File: config.mk
export PLATFORM = sky130hd
export DESIGN_NAME = energy_meter_frame_descrambler_unit
export DESIGN_NICKNAME = d
export VERILOG_FILES = /design/src/sv/emfd_pkg.sv /design/src/sv/emfd_descrambler.sv /design/src/sv/emfd_field_decoder.sv /design/src/sv/energy_meter_frame_descrambler_unit.sv
export SDC_FILE = /design/constraint.sdc
export NUM_CORES = 1
export LEC_CHECK = 0
export ABC_CLOCK_PERIOD_IN_PS = 8100
export BUFFER_PORTS_ARGS = -buffer_cell sky130_fd_sc_hd__buf_2
export CORE_ASPECT_RATIO = 1.1
export CORE_MARGIN = 8
export CORE_UTILIZATION = 26
export CTS_CLUSTER_SIZE = 28
export DETAILED_ROUTE_END_ITERATION = 7
export SYNTH_ARGS = -nofsm -noshare
export SYNTH_HDL_FRONTEND = slang
export SYNTH_SLANG_ARGS = --single-unit
export TNS_END_PERCENT = 5
File: constraint.sdc
create_clock -name aclk -period 8.1 [get_ports aclk]
set_input_delay 1.215 -clock aclk [delete_from_list [all_inputs] [get_ports aclk]]
set_output_delay 1.215 -clock aclk [all_outputs]
set_load 0.005 [all_outputs]
File: src/sv/emfd_pkg.sv
// ----------------------------------------------------------------------------
// Energy meter frame descrambler: shared package
// Byte types, frame view and result structures, and the fixed constants of
// the frame format.
// ----------------------------------------------------------------------------
package emfd_pkg;

    typedef logic [7:0] byte_t;

    localparam int HDR_BYTES = 18;

    localparam byte_t       SALT_INIT     = 8'h89;
    localparam byte_t       SALT_STEP     = 8'h24;
    localparam byte_t       TAIL_MASK     = 8'hFF;
    localparam logic [15:0] RES_FIRST     = 16'hF00F;
    localparam logic [15:0] RES_SECOND    = 16'hEE11;
    localparam byte_t       SUBTYPE_ONE   = 8'h01;
    localparam byte_t       SUBTYPE_THREE = 8'h03;
    localparam logic [4:0]  LEN_SHORT     = 5'd18;
    localparam logic [4:0]  LEN_LONG      = 5'd20;

    localparam logic [2:0] KIND_BAD_LEN    = 3'd0;
    localparam logic [2:0] KIND_BAD_SUM    = 3'd1;
    localparam logic [2:0] KIND_FIRST_ONE  = 3'd2;
    localparam logic [2:0] KIND_FIRST_THREE = 3'd3;
    localparam logic [2:0] KIND_FIRST_OTHER = 3'd4;
    localparam logic [2:0] KIND_SECOND     = 3'd5;

    typedef struct packed {
        byte_t [HDR_BYTES-1:0] hdr;
        byte_t                 chk_hi;
        byte_t                 chk_lo;
        logic [15:0]           byte_sum;
        logic                  length_ok;
    } frame_view_t;

    typedef struct packed {
        logic [2:0]  frame_kind;
        logic        retry_bit;
        logic [6:0]  seq_number;
        logic [15:0] device_id;
        logic [15:0] impulses;
        logic [31:0] total_impulses;
        logic [15:0] meter_constant;
        logic [15:0] status;
        logic [15:0] power;
        logic [15:0] checksum_residue;
    } result_t;

endpackage

File: src/sv/emfd_descrambler.sv
// ----------------------------------------------------------------------------
// Energy meter frame descrambler: byte descrambler and payload store
// Removes the chained salt from all bytes but the last three, keeps the
// running byte sum and position, stores the descrambled bytes and presents
// the frame as it stands after the current byte is written.
// ----------------------------------------------------------------------------
module emfd_descrambler
    import emfd_pkg::*;
#(
    parameter int MAX_PAYLOAD = 20
) (
    input  logic        aclk,
    input  logic        aresetn,
    input  logic        byte_fire,
    input  logic [7:0]  data_byte,
    input  logic [4:0]  payload_len,
    input  logic        last,
    output frame_view_t frame_view
);

    localparam int PW = $clog2(MAX_PAYLOAD + 1);
    localparam int AW = $clog2(MAX_PAYLOAD);
    localparam int CW = ((PW > 5) ? PW : 5) + 1;

    byte_t             salt_reg, salt_next;
    logic [15:0]       sum_reg, sum_next;
    logic [PW-1:0]     pos_reg, pos_next;
    logic              ovf_reg, ovf_next;
    byte_t             prev_reg;
    byte_t             store_reg [MAX_PAYLOAD];
    byte_t             dec;
    logic              room;
    logic [CW-1:0]     pos_ext, len_ext;

    assign pos_ext = CW'(pos_reg);
    assign len_ext = CW'(payload_len);
    assign room    = (pos_reg < PW'(MAX_PAYLOAD));

    always_comb begin
        salt_next = salt_reg;
        sum_next  = sum_reg;
        dec       = data_byte;
        priority if (pos_ext + CW'(3) < len_ext) begin
            dec       = data_byte ^ salt_reg;
            sum_next  = sum_reg + {8'h00, data_byte};
            salt_next = data_byte + SALT_STEP;
        end else if (pos_ext + CW'(3) == len_ext) begin
            dec      = data_byte ^ TAIL_MASK;
            sum_next = sum_reg + {8'h00, data_byte};
        end
        pos_next = room ? pos_reg + PW'(1) : pos_reg;
        ovf_next = ovf_reg | ~room;
    end

    always_ff @(posedge aclk) begin
        if (!aresetn) begin
            salt_reg <= SALT_INIT;
            sum_reg  <= '0;
            pos_reg  <= '0;
            ovf_reg  <= 1'b0;
        end else if (byte_fire) begin
            if (last) begin
                salt_reg <= SALT_INIT;
                sum_reg  <= '0;
                pos_reg  <= '0;
                ovf_reg  <= 1'b0;
            end else begin
                salt_reg <= salt_next;
                sum_reg  <= sum_next;
                pos_reg  <= pos_next;
                ovf_reg  <= ovf_next;
            end
        end
    end

    always_ff @(posedge aclk) begin
        if (byte_fire) begin
            prev_reg <= dec;
            if (room) begin
                store_reg[pos_reg[AW-1:0]] <= dec;
            end
        end
    end

    // In a well-formed frame the last byte sits at length minus one and the
    // byte before it at length minus two, so the checksum needs no store read.
    always_comb begin
        for (int k = 0; k < HDR_BYTES; k++) begin
            frame_view.hdr[k] = (pos_reg == PW'(k)) ? dec : store_reg[k];
        end
        frame_view.chk_hi    = prev_reg;
        frame_view.chk_lo    = dec;
        frame_view.byte_sum  = sum_reg;
        frame_view.length_ok = ((payload_len == LEN_SHORT) || (payload_len == LEN_LONG))
                               && (len_ext <= CW'(MAX_PAYLOAD))
                               && !ovf_next
                               && (CW'(pos_next) == len_ext);
    end

endmodule

File: src/sv/emfd_field_decoder.sv
// ----------------------------------------------------------------------------
// Energy meter frame descrambler: field decoder
// Checks the checksum residue, selects the frame format and extracts the
// meter fields from the descrambled frame.
// ----------------------------------------------------------------------------
module emfd_field_decoder
    import emfd_pkg::*;
(
    input  frame_view_t frame_view,
    output result_t     result
);

    logic [15:0]           residue;
    byte_t [HDR_BYTES-1:0] b;

    assign b       = frame_view.hdr;
    assign residue = {frame_view.chk_hi, frame_view.chk_lo} - frame_view.byte_sum;

    always_comb begin
        result = '0;
        priority if (!frame_view.length_ok) begin
            result.frame_kind = KIND_BAD_LEN;
        end else if (residue == RES_FIRST) begin
            result.checksum_residue = residue;
            result.retry_bit        = b[0][7];
            result.seq_number       = b[0][6:0];
            result.device_id        = {b[1], b[2]};
            result.impulses         = {b[9], b[10]};
            result.total_impulses   = {b[5], b[6], b[7], b[8]};
            result.meter_constant   = {b[14], b[15] ^ b[1]};
            priority if (b[3] == SUBTYPE_ONE) begin
                result.frame_kind = KIND_FIRST_ONE;
            end else if (b[3] == SUBTYPE_THREE) begin
                result.frame_kind = KIND_FIRST_THREE;
            end else begin
                result.frame_kind = KIND_FIRST_OTHER;
            end
        end else if (residue == RES_SECOND) begin
            result.checksum_residue = residue;
            result.frame_kind       = KIND_SECOND;
            result.retry_bit        = b[0][6];
            result.seq_number       = {1'b0, b[0][5:0]};
            result.device_id        = {b[1], b[2]};
            result.status           = {b[3], b[4]};
            result.impulses         = {b[11], b[12]};
            result.total_impulses   = {8'h00, b[8], b[9], b[10]};
            result.meter_constant   = {b[16], b[17] ^ b[1]};
            result.power            = {b[6], b[7]};
        end else begin
            result.checksum_residue = residue;
            result.frame_kind       = KIND_BAD_SUM;
        end
    end

endmodule

File: src/sv/energy_meter_frame_descrambler_unit.sv
// ----------------------------------------------------------------------------
// Energy meter frame descrambler unit
// Descrambles the payload of a meter radio frame one byte per transaction and
// delivers one decoded result transaction for each frame.
//
//   Channel | Direction | Transaction
//   s_      | in        | one payload byte with frame length and last flag
//   m_      | out       | one decoded frame, after the byte marked last
//
// One byte is taken every cycle unless a last byte waits on a held result; the
// result appears the cycle after its last byte, via the single result register.
// Reset clears the salt, sum, position and result valid; the store is not cleared.
// A non-last byte is always taken. A last byte waits only while an earlier
// result is still held and not being taken.
// ----------------------------------------------------------------------------
module energy_meter_frame_descrambler_unit
    import emfd_pkg::*;
#(
    parameter int MAX_PAYLOAD = 20
) (
    input  logic        aclk,
    input  logic        aresetn,
    input  logic        s_valid,
    output logic        s_ready,
    input  logic [7:0]  s_data_byte,
    input  logic [4:0]  s_payload_len,
    input  logic        s_last,
    output logic        m_valid,
    input  logic        m_ready,
    output logic [2:0]  m_frame_kind,
    output logic        m_retry_bit,
    output logic [6:0]  m_seq_number,
    output logic [15:0] m_device_id,
    output logic [15:0] m_impulses,
    output logic [31:0] m_total_impulses,
    output logic [15:0] m_meter_constant,
    output logic [15:0] m_status,
    output logic [15:0] m_power,
    output logic [15:0] m_checksum_residue
);

    frame_view_t frame_view;
    result_t     result;
    result_t     out_reg;
    logic        m_valid_reg;
    logic        byte_fire;

    assign s_ready   = !s_last || !m_valid_reg || m_ready;
    assign byte_fire = s_valid && s_ready;

    emfd_descrambler #(
        .MAX_PAYLOAD(MAX_PAYLOAD)
    ) u_descrambler (
        .aclk        (aclk),
        .aresetn     (aresetn),
        .byte_fire   (byte_fire),
        .data_byte   (s_data_byte),
        .payload_len (s_payload_len),
        .last        (s_last),
        .frame_view  (frame_view)
    );

    emfd_field_decoder u_decoder (
        .frame_view (frame_view),
        .result     (result)
    );

    always_ff @(posedge aclk) begin
        if (!aresetn) begin
            m_valid_reg <= 1'b0;
        end else if (byte_fire && s_last) begin
            m_valid_reg <= 1'b1;
        end else if (m_ready) begin
            m_valid_reg <= 1'b0;
        end
    end

    always_ff @(posedge aclk) begin
        if (byte_fire && s_last) begin
            out_reg <= result;
        end
    end

    assign m_valid            = m_valid_reg;
    assign m_frame_kind       = out_reg.frame_kind;
    assign m_retry_bit        = out_reg.retry_bit;
    assign m_seq_number       = out_reg.seq_number;
    assign m_device_id        = out_reg.device_id;
    assign m_impulses         = out_reg.impulses;
    assign m_total_impulses   = out_reg.total_impulses;
    assign m_meter_constant   = out_reg.meter_constant;
    assign m_status           = out_reg.status;
    assign m_power            = out_reg.power;
    assign m_checksum_residue = out_reg.checksum_residue;

    a_last_gives_result: assert property (@(posedge aclk) disable iff (!aresetn)
        byte_fire && s_last |=> m_valid)
        else $error("accepted last byte did not produce a result");

    a_bad_len_no_residue: assert property (@(posedge aclk) disable iff (!aresetn)
        m_valid && (m_frame_kind == KIND_BAD_LEN) |-> (m_checksum_residue == 16'h0000))
        else $error("bad-length result carries a residue");

    a_first_residue: assert property (@(posedge aclk) disable iff (!aresetn)
        m_valid && ((m_frame_kind == KIND_FIRST_ONE) || (m_frame_kind == KIND_FIRST_THREE)
                    || (m_frame_kind == KIND_FIRST_OTHER))
        |-> (m_checksum_residue == RES_FIRST))
        else $error("first-format result with wrong residue");

    a_second_only_fields: assert property (@(posedge aclk) disable iff (!aresetn)
        m_valid && (m_frame_kind != KIND_SECOND) |-> (m_status == 16'h0000)
                                                     && (m_power == 16'h0000))
        else $error("status or power set outside the second format");

endmodule
Word level (Yosys, flattened, before mapping)
Memory sizes are Yosys's and may differ from the RTL's.
Index checks and enable logic that the tools add are counted.

word-level totals
  bits in writable memories = 160
  bits of input ports = 18
  output and inout bits = 141
  word-level logic and storage cells = 112
  bits in registers = 178
  memories = 1

memory list
  name                     depth  width  rd ports  clocked after Yosys merged registers in  wr ports  line                    source
  u_descrambler.store_reg  20     8      17        0                                        1         emfd_descrambler.sv:30  byte_t store_reg [MAX_PAYLOAD];

operators by class
  bitwise gates (word level) = 8
  add/subtract/negate cells = 5
  magnitude comparators = 3
  mux-type cells = 37
  reductions and logical operators = 18
  equal/unequal tests = 24

operators by type and width
  kind                                                 count
  two-way mux 8 bit                                    21
  two-way mux 120 bit                                  1
  two-way mux 91 bit                                   1
  two-way mux 16 bit                                   3
  equality test 5 x 4 -> 1 bit, second input constant  7
  equality test 16 bit, second input constant          2
  XOR 8 bit                                            3
  equality test 5 x 3 -> 1 bit, second input constant  4
  equality test 5 bit, second input constant           4
  adder 16 x 8 -> 16 bit                               1
  subtractor 16 bit                                    1
  equality test 5 x 2 -> 1 bit, second input constant  2
  two-way mux 5 bit                                    2
  two-way mux 3 bit                                    3
  adder 8 x 6 -> 8 bit, second input constant          1
  equality test 8 x 1 -> 1 bit, second input constant  1
  equality test 8 x 2 -> 1 bit, second input constant  1
  inverter 8 bit                                       1
  adder 5 x 2 -> 6 bit, second input constant          1
  equality test 6 x 5 -> 1 bit                         1
  less-than comparator 6 x 5 -> 1 bit                  1
  two-way mux 1 bit                                    6
  adder 5 x 1 -> 5 bit, second input constant          1
  equality test 5 x 1 -> 1 bit, second input constant  1
  13 further kinds                                     25

Longest topological paths before layout
  word-level depth = 9
  gate-level depth with buffers = 26
  mapped depth without buffers = 20

Cells and area by module
A second synthesis with hierarchy kept.

unflattened totals
  cells, all modules = 1,430
  area total of the unflattened synthesis = 15,705.1 µm²

modules (own cells, without submodules)
  module                               times used  cells each  area an instance (µm²)  sequential area each (µm²)
  emfd_descrambler                     1           816         8,749.6                 5,165.0
  energy_meter_frame_descrambler_unit  1           147         4,247.8                 4,194.0
  emfd_field_decoder                   1           467         2,707.6                 0.0

Worst setup path after synthesis
No wires, ideal clock.

  path type = in2reg
  start point = input s_payload_len[1]
  end point = register out_reg, in the netlist m_total_impulses[4] (data pin)
  library setup time = 0.170 ns
  required time = 7.930 ns
  buffers on the path = 5
  setup slack = 1.680 ns
  stages on the path = 22
  arrival = 6.251 ns
  cells stage by stage = inv_1 ha_1 nor2b_1 o211ai_1 clkbuf_1 nand3b_1 o211ai_1 xor2_1 clkbuf_1 inv_1 fa_1 a21o_1 a221oi_2 o221ai_2 a2111o_1 o211a_1 nand4bb_1 buf_2 or2_1 buf_6 buf_6 o32ai_2

RTL lines
  item                  line                                       source
  start, declared       energy_meter_frame_descrambler_unit.sv:26  input logic [4:0] s_payload_len,
  end signal, assigned  energy_meter_frame_descrambler_unit.sv:80  out_reg <= result;
  end, declared         energy_meter_frame_descrambler_unit.sv:44  result_t out_reg;

==> results_dict.tcl <==
set metrics [dict create \
    outcome "complete, no violations" \
    critPathCaptureType "flop" \
    h-tree-depth 2 \
    max_slew.worst_pin.slew_ns 1.16 \
    leakage_uw 0.00620 \
    post-route-period-util_pct 89.7 \
    wire_per_inst_microns 20.3 \
    fillers 5756 \
    period_needed_ns 7.27 \
    largest_reg_flops 136 \
    setup_slack_ns 0.831 \
    min-delay-start "u_descrambler.ovf_reg$_SDFFE_PN0P_" \
    grt_pass1_wl_mm 66.5 \
    max_stage_delay_ns 0.81 \
    hp-class "reg -> reg" \
    relSlewSlack_pct 21.8 \
    clockBufferDepth 3 \
    rows 92 \
    ioPinCount 159 \
    dp_slack_ns 0.806 \
    cts-root-buf "clkbuf_16" \
    synth_flop_cell "edfxtp_1" \
    grt_pass1_vias 10500 \
    crit_start "u_descrambler.pos_reg[0]$_SDFFE_PN0P_" \
    max_freq_ghz 0.138 \
    hpwlAfterDp_mm 31.6 \
    avgSynthCellArea_sq_um 11.5 \
    place_area_sq_um 16600 \
    numCtsBuffers 35 \
    cp.arrival_ns 7.54 \
    worstPathRequired_ns 8.37 \
    clock_sinks 314 \
    nets 1494 \
    vias 11000 \
    synth.distinct_cells 74 \
    cts_tree "yes" \
    port_buffers 158 \
    start_util_pct 26.2 \
    fp.coreArea_sq_um 57000 \
    path_class "reg -> reg" \
    crit_path_top_delay_cell "o211ai_1" \
    max-cap-violations 0 \
    hold_viol 0 \
    postSynthNetCount 1352 \
    synthesis.area_sq_um 14900 \
    synth_edf_count 283 \
    final_layout_size_suffix_gt1_share_pct 18.3 \
    post_cts_buffers 0 \
    grt_max_degree 93 \
    routed_wl_mm 45.1 \
    via_per_inst 4.96 \
    dr.first_iter.drc_count 954 \
    crit_fanout 75 \
    max-vdd-ir-drop_mv 0.124 \
    dieArea_sq_um 65300 \
    stdcell_area_sq_um 17800 \
    synth_warnings 0 \
    global_route.usage.total_pct 13.1 \
    setup_violations 0 \
    path_cells "inv_1 > ha_1 > inv_1 > ha_1 > nor2b_1 > o211ai_1 > a31oi_1 > a311oi_4 > buf_4 > inv_1 > ha_1 > and3_1 > a221oi_2 > o21ai_1 > nand3_1 > nand3_1 > or4_1 > or2_2 > buf_12 > o22ai_1" \
    tns_ns 0 \
    seq_area_frac_synth_pct 61.2 \
    postCtsHoldBufs 0 \
    gp_congestion 0.848 \
    antenna_found_initial 7 \
    async_reset_ff_share_pct 0 \
    finalClockSkew_ns 0.0130 \
    grt.overflow.total 0 \
    critPathLaunchType "flop" \
    timing.rr.start "u_descrambler.pos_reg[0]$_SDFFE_PN0P_" \
    clkTransAtPathRegs_ns 0.06 \
    p_per_area_nw_per_um2 220 \
    final_antenna_net_count 0 \
    die_h_microns 267 \
    power_uw 3910 \
    clkLatencyLatePin_ns 0.52 \
    areaGrowthSynthToFinish_pct 19.4 \
    drt_pass1_iterations 5 \
    synthCells 1297 \
    synth-seq-cells 314 \
    drc_errors 0 \
    cts_resized 0 \
    rsz0062_at_grt "no" \
    die_w_microns 244 \
    maxSlewViolCount 0 \
]
## critical path: cells and delay by family (launching register included)
kind | cells | cell delay (ns)
and+or+nand+nor | 6 | 1.87
AOI/OAI and AO/OA | 6 | 2.46
adders and majority gates | 3 | 1.08
DFF | 1 | 0.54
buffers and inverters | 5 | 1.01
## through the flow
step	hold WS [ns]	util, %	std cells
global placement	0.463	29.2	2154
CTS	0.484	31.2	2217
finish	0.486	31.2	2222
detailed placement	0.473	29.2	2154
floorplan	0.442	-	1297
global route	0.542	31.2	2219
## cell usage in the layout, fill, tap and decap left out, types with 6 or more instances in the layout
cell       synthesis  final
a211oi_1          52     52
a21o_1            11     11
a21oi_1           60     60
a22oi_1           18     18
a311oi_4           0      6
a31oi_1           10     10
a41o_1             7      7
and3_1            13     13
buf_2             17    158
buf_4              1     29
clkbuf_1          60      9
clkbuf_16          0     37
clkinv_2           0      7
dfxtp_1           31     31
edfxtp_1         283    283
ha_1              35     35
inv_1             49     48
nand2_1           85     85
nand2b_1          10     10
nand3_1           18     18
nand4_1            7      7
nor2_1           177    177
nor2b_1           21     21
nor3_1            24     22
o211ai_1          10     10
o21a_1            10     10
o21ai_0           72     72
o22ai_1           52     52
o2bb2ai_1          7      7
or4_1              6      6
xnor2_1           37     37
xor2_1            16     15
## layout make-up
| cell class | count | area [sq um] | area share [%] |
|---|---|---|---|
| clock inverter | 16 | 165 | 0.928 |
| tap | 752 | 941 | 5.29 |
| sequential | 314 | 9120 | 51.2 |
| antenna | 5 | 12.5 | 0.0703 |
| inverter | 49 | 189 | 1.06 |
| multi-input combinational | 851 | 5370 | 30.2 |
| timing repair buffer | 188 | 1030 | 5.78 |
| clock buffer | 47 | 973 | 5.47 |
## logic make-up (layout without fill, tap and decap cells)
family	count (synthesis)	count (layout)	share of synthesized area (%)
simple gates	389	389	11.8
xor+xnor	53	53	3.11
buf+inv	132	300	3.65
mux	2	2	0.134
compound gates	370	370	16.9
flops	314	314	61.2
fa+ha+maj	37	37	3.21
other cells	0	5	0
## per-layer routing
metal	vias up	track usage, %	share of wire (%)
li1	5169	-	-
met1	5349	16.3	41
met2	432	23.0	50
met3	60	2.58	7.7
met4	6	3.61	2.2
met5	-	0	0.086
## power breakdown
group	switching, uW	internal [uW]	total [uW]
sequential	20.7	1830	1850
clock	638	944	1580
combinational	327	151	478
total	985	2920	3910
## synth_stat cells (all sizes together), types with 5 or more instances
| master | count | share of area [%] |
|---|---|---|
| a211oi | 56 | 3.0 |
| a21o | 11 | 0.55 |
| a21oi | 60 | 2.0 |
| a22oi | 18 | 0.91 |
| a311oi | 7 | 0.41 |
| a31oi | 10 | 0.42 |
| a41o | 7 | 0.47 |
| and2 | 5 | 0.21 |
| and3 | 13 | 0.55 |
| buf | 22 | 0.87 |
| clkbuf | 61 | 1.5 |
| dfxtp | 31 | 4.2 |
| edfxtp | 283 | 57 |
| ha | 35 | 2.9 |
| inv | 49 | 1.2 |
| nand2 | 85 | 2.1 |
| nand2b | 10 | 0.42 |
| nand3 | 18 | 0.60 |
| nand4 | 7 | 0.29 |
| nor2 | 177 | 4.5 |
| nor2b | 21 | 0.88 |
| nor3 | 24 | 0.81 |
| nor4 | 5 | 0.21 |
| o211ai | 10 | 0.50 |
| o21a | 10 | 0.50 |
| o21ai | 77 | 2.7 |
| o22a | 5 | 0.29 |
| o22ai | 52 | 2.2 |
| o2bb2ai | 7 | 0.41 |
| or4 | 6 | 0.30 |
| xnor2 | 37 | 2.2 |
| xor2 | 16 | 0.94 |
## worst paths after layout
path	depth (start not counted)	endpoint	slack, ns
max	20	m_total_impulses[10]$_SDFFCE_PN0P_	0.83
min	2	u_descrambler.ovf_reg$_SDFFE_PN0P_	0.49
max reg2reg	20	m_total_impulses[10]$_SDFFCE_PN0P_	0.83
min reg2reg	2	u_descrambler.ovf_reg$_SDFFE_PN0P_	0.49
Note: power is estimated with default switching activity, not from simulation.
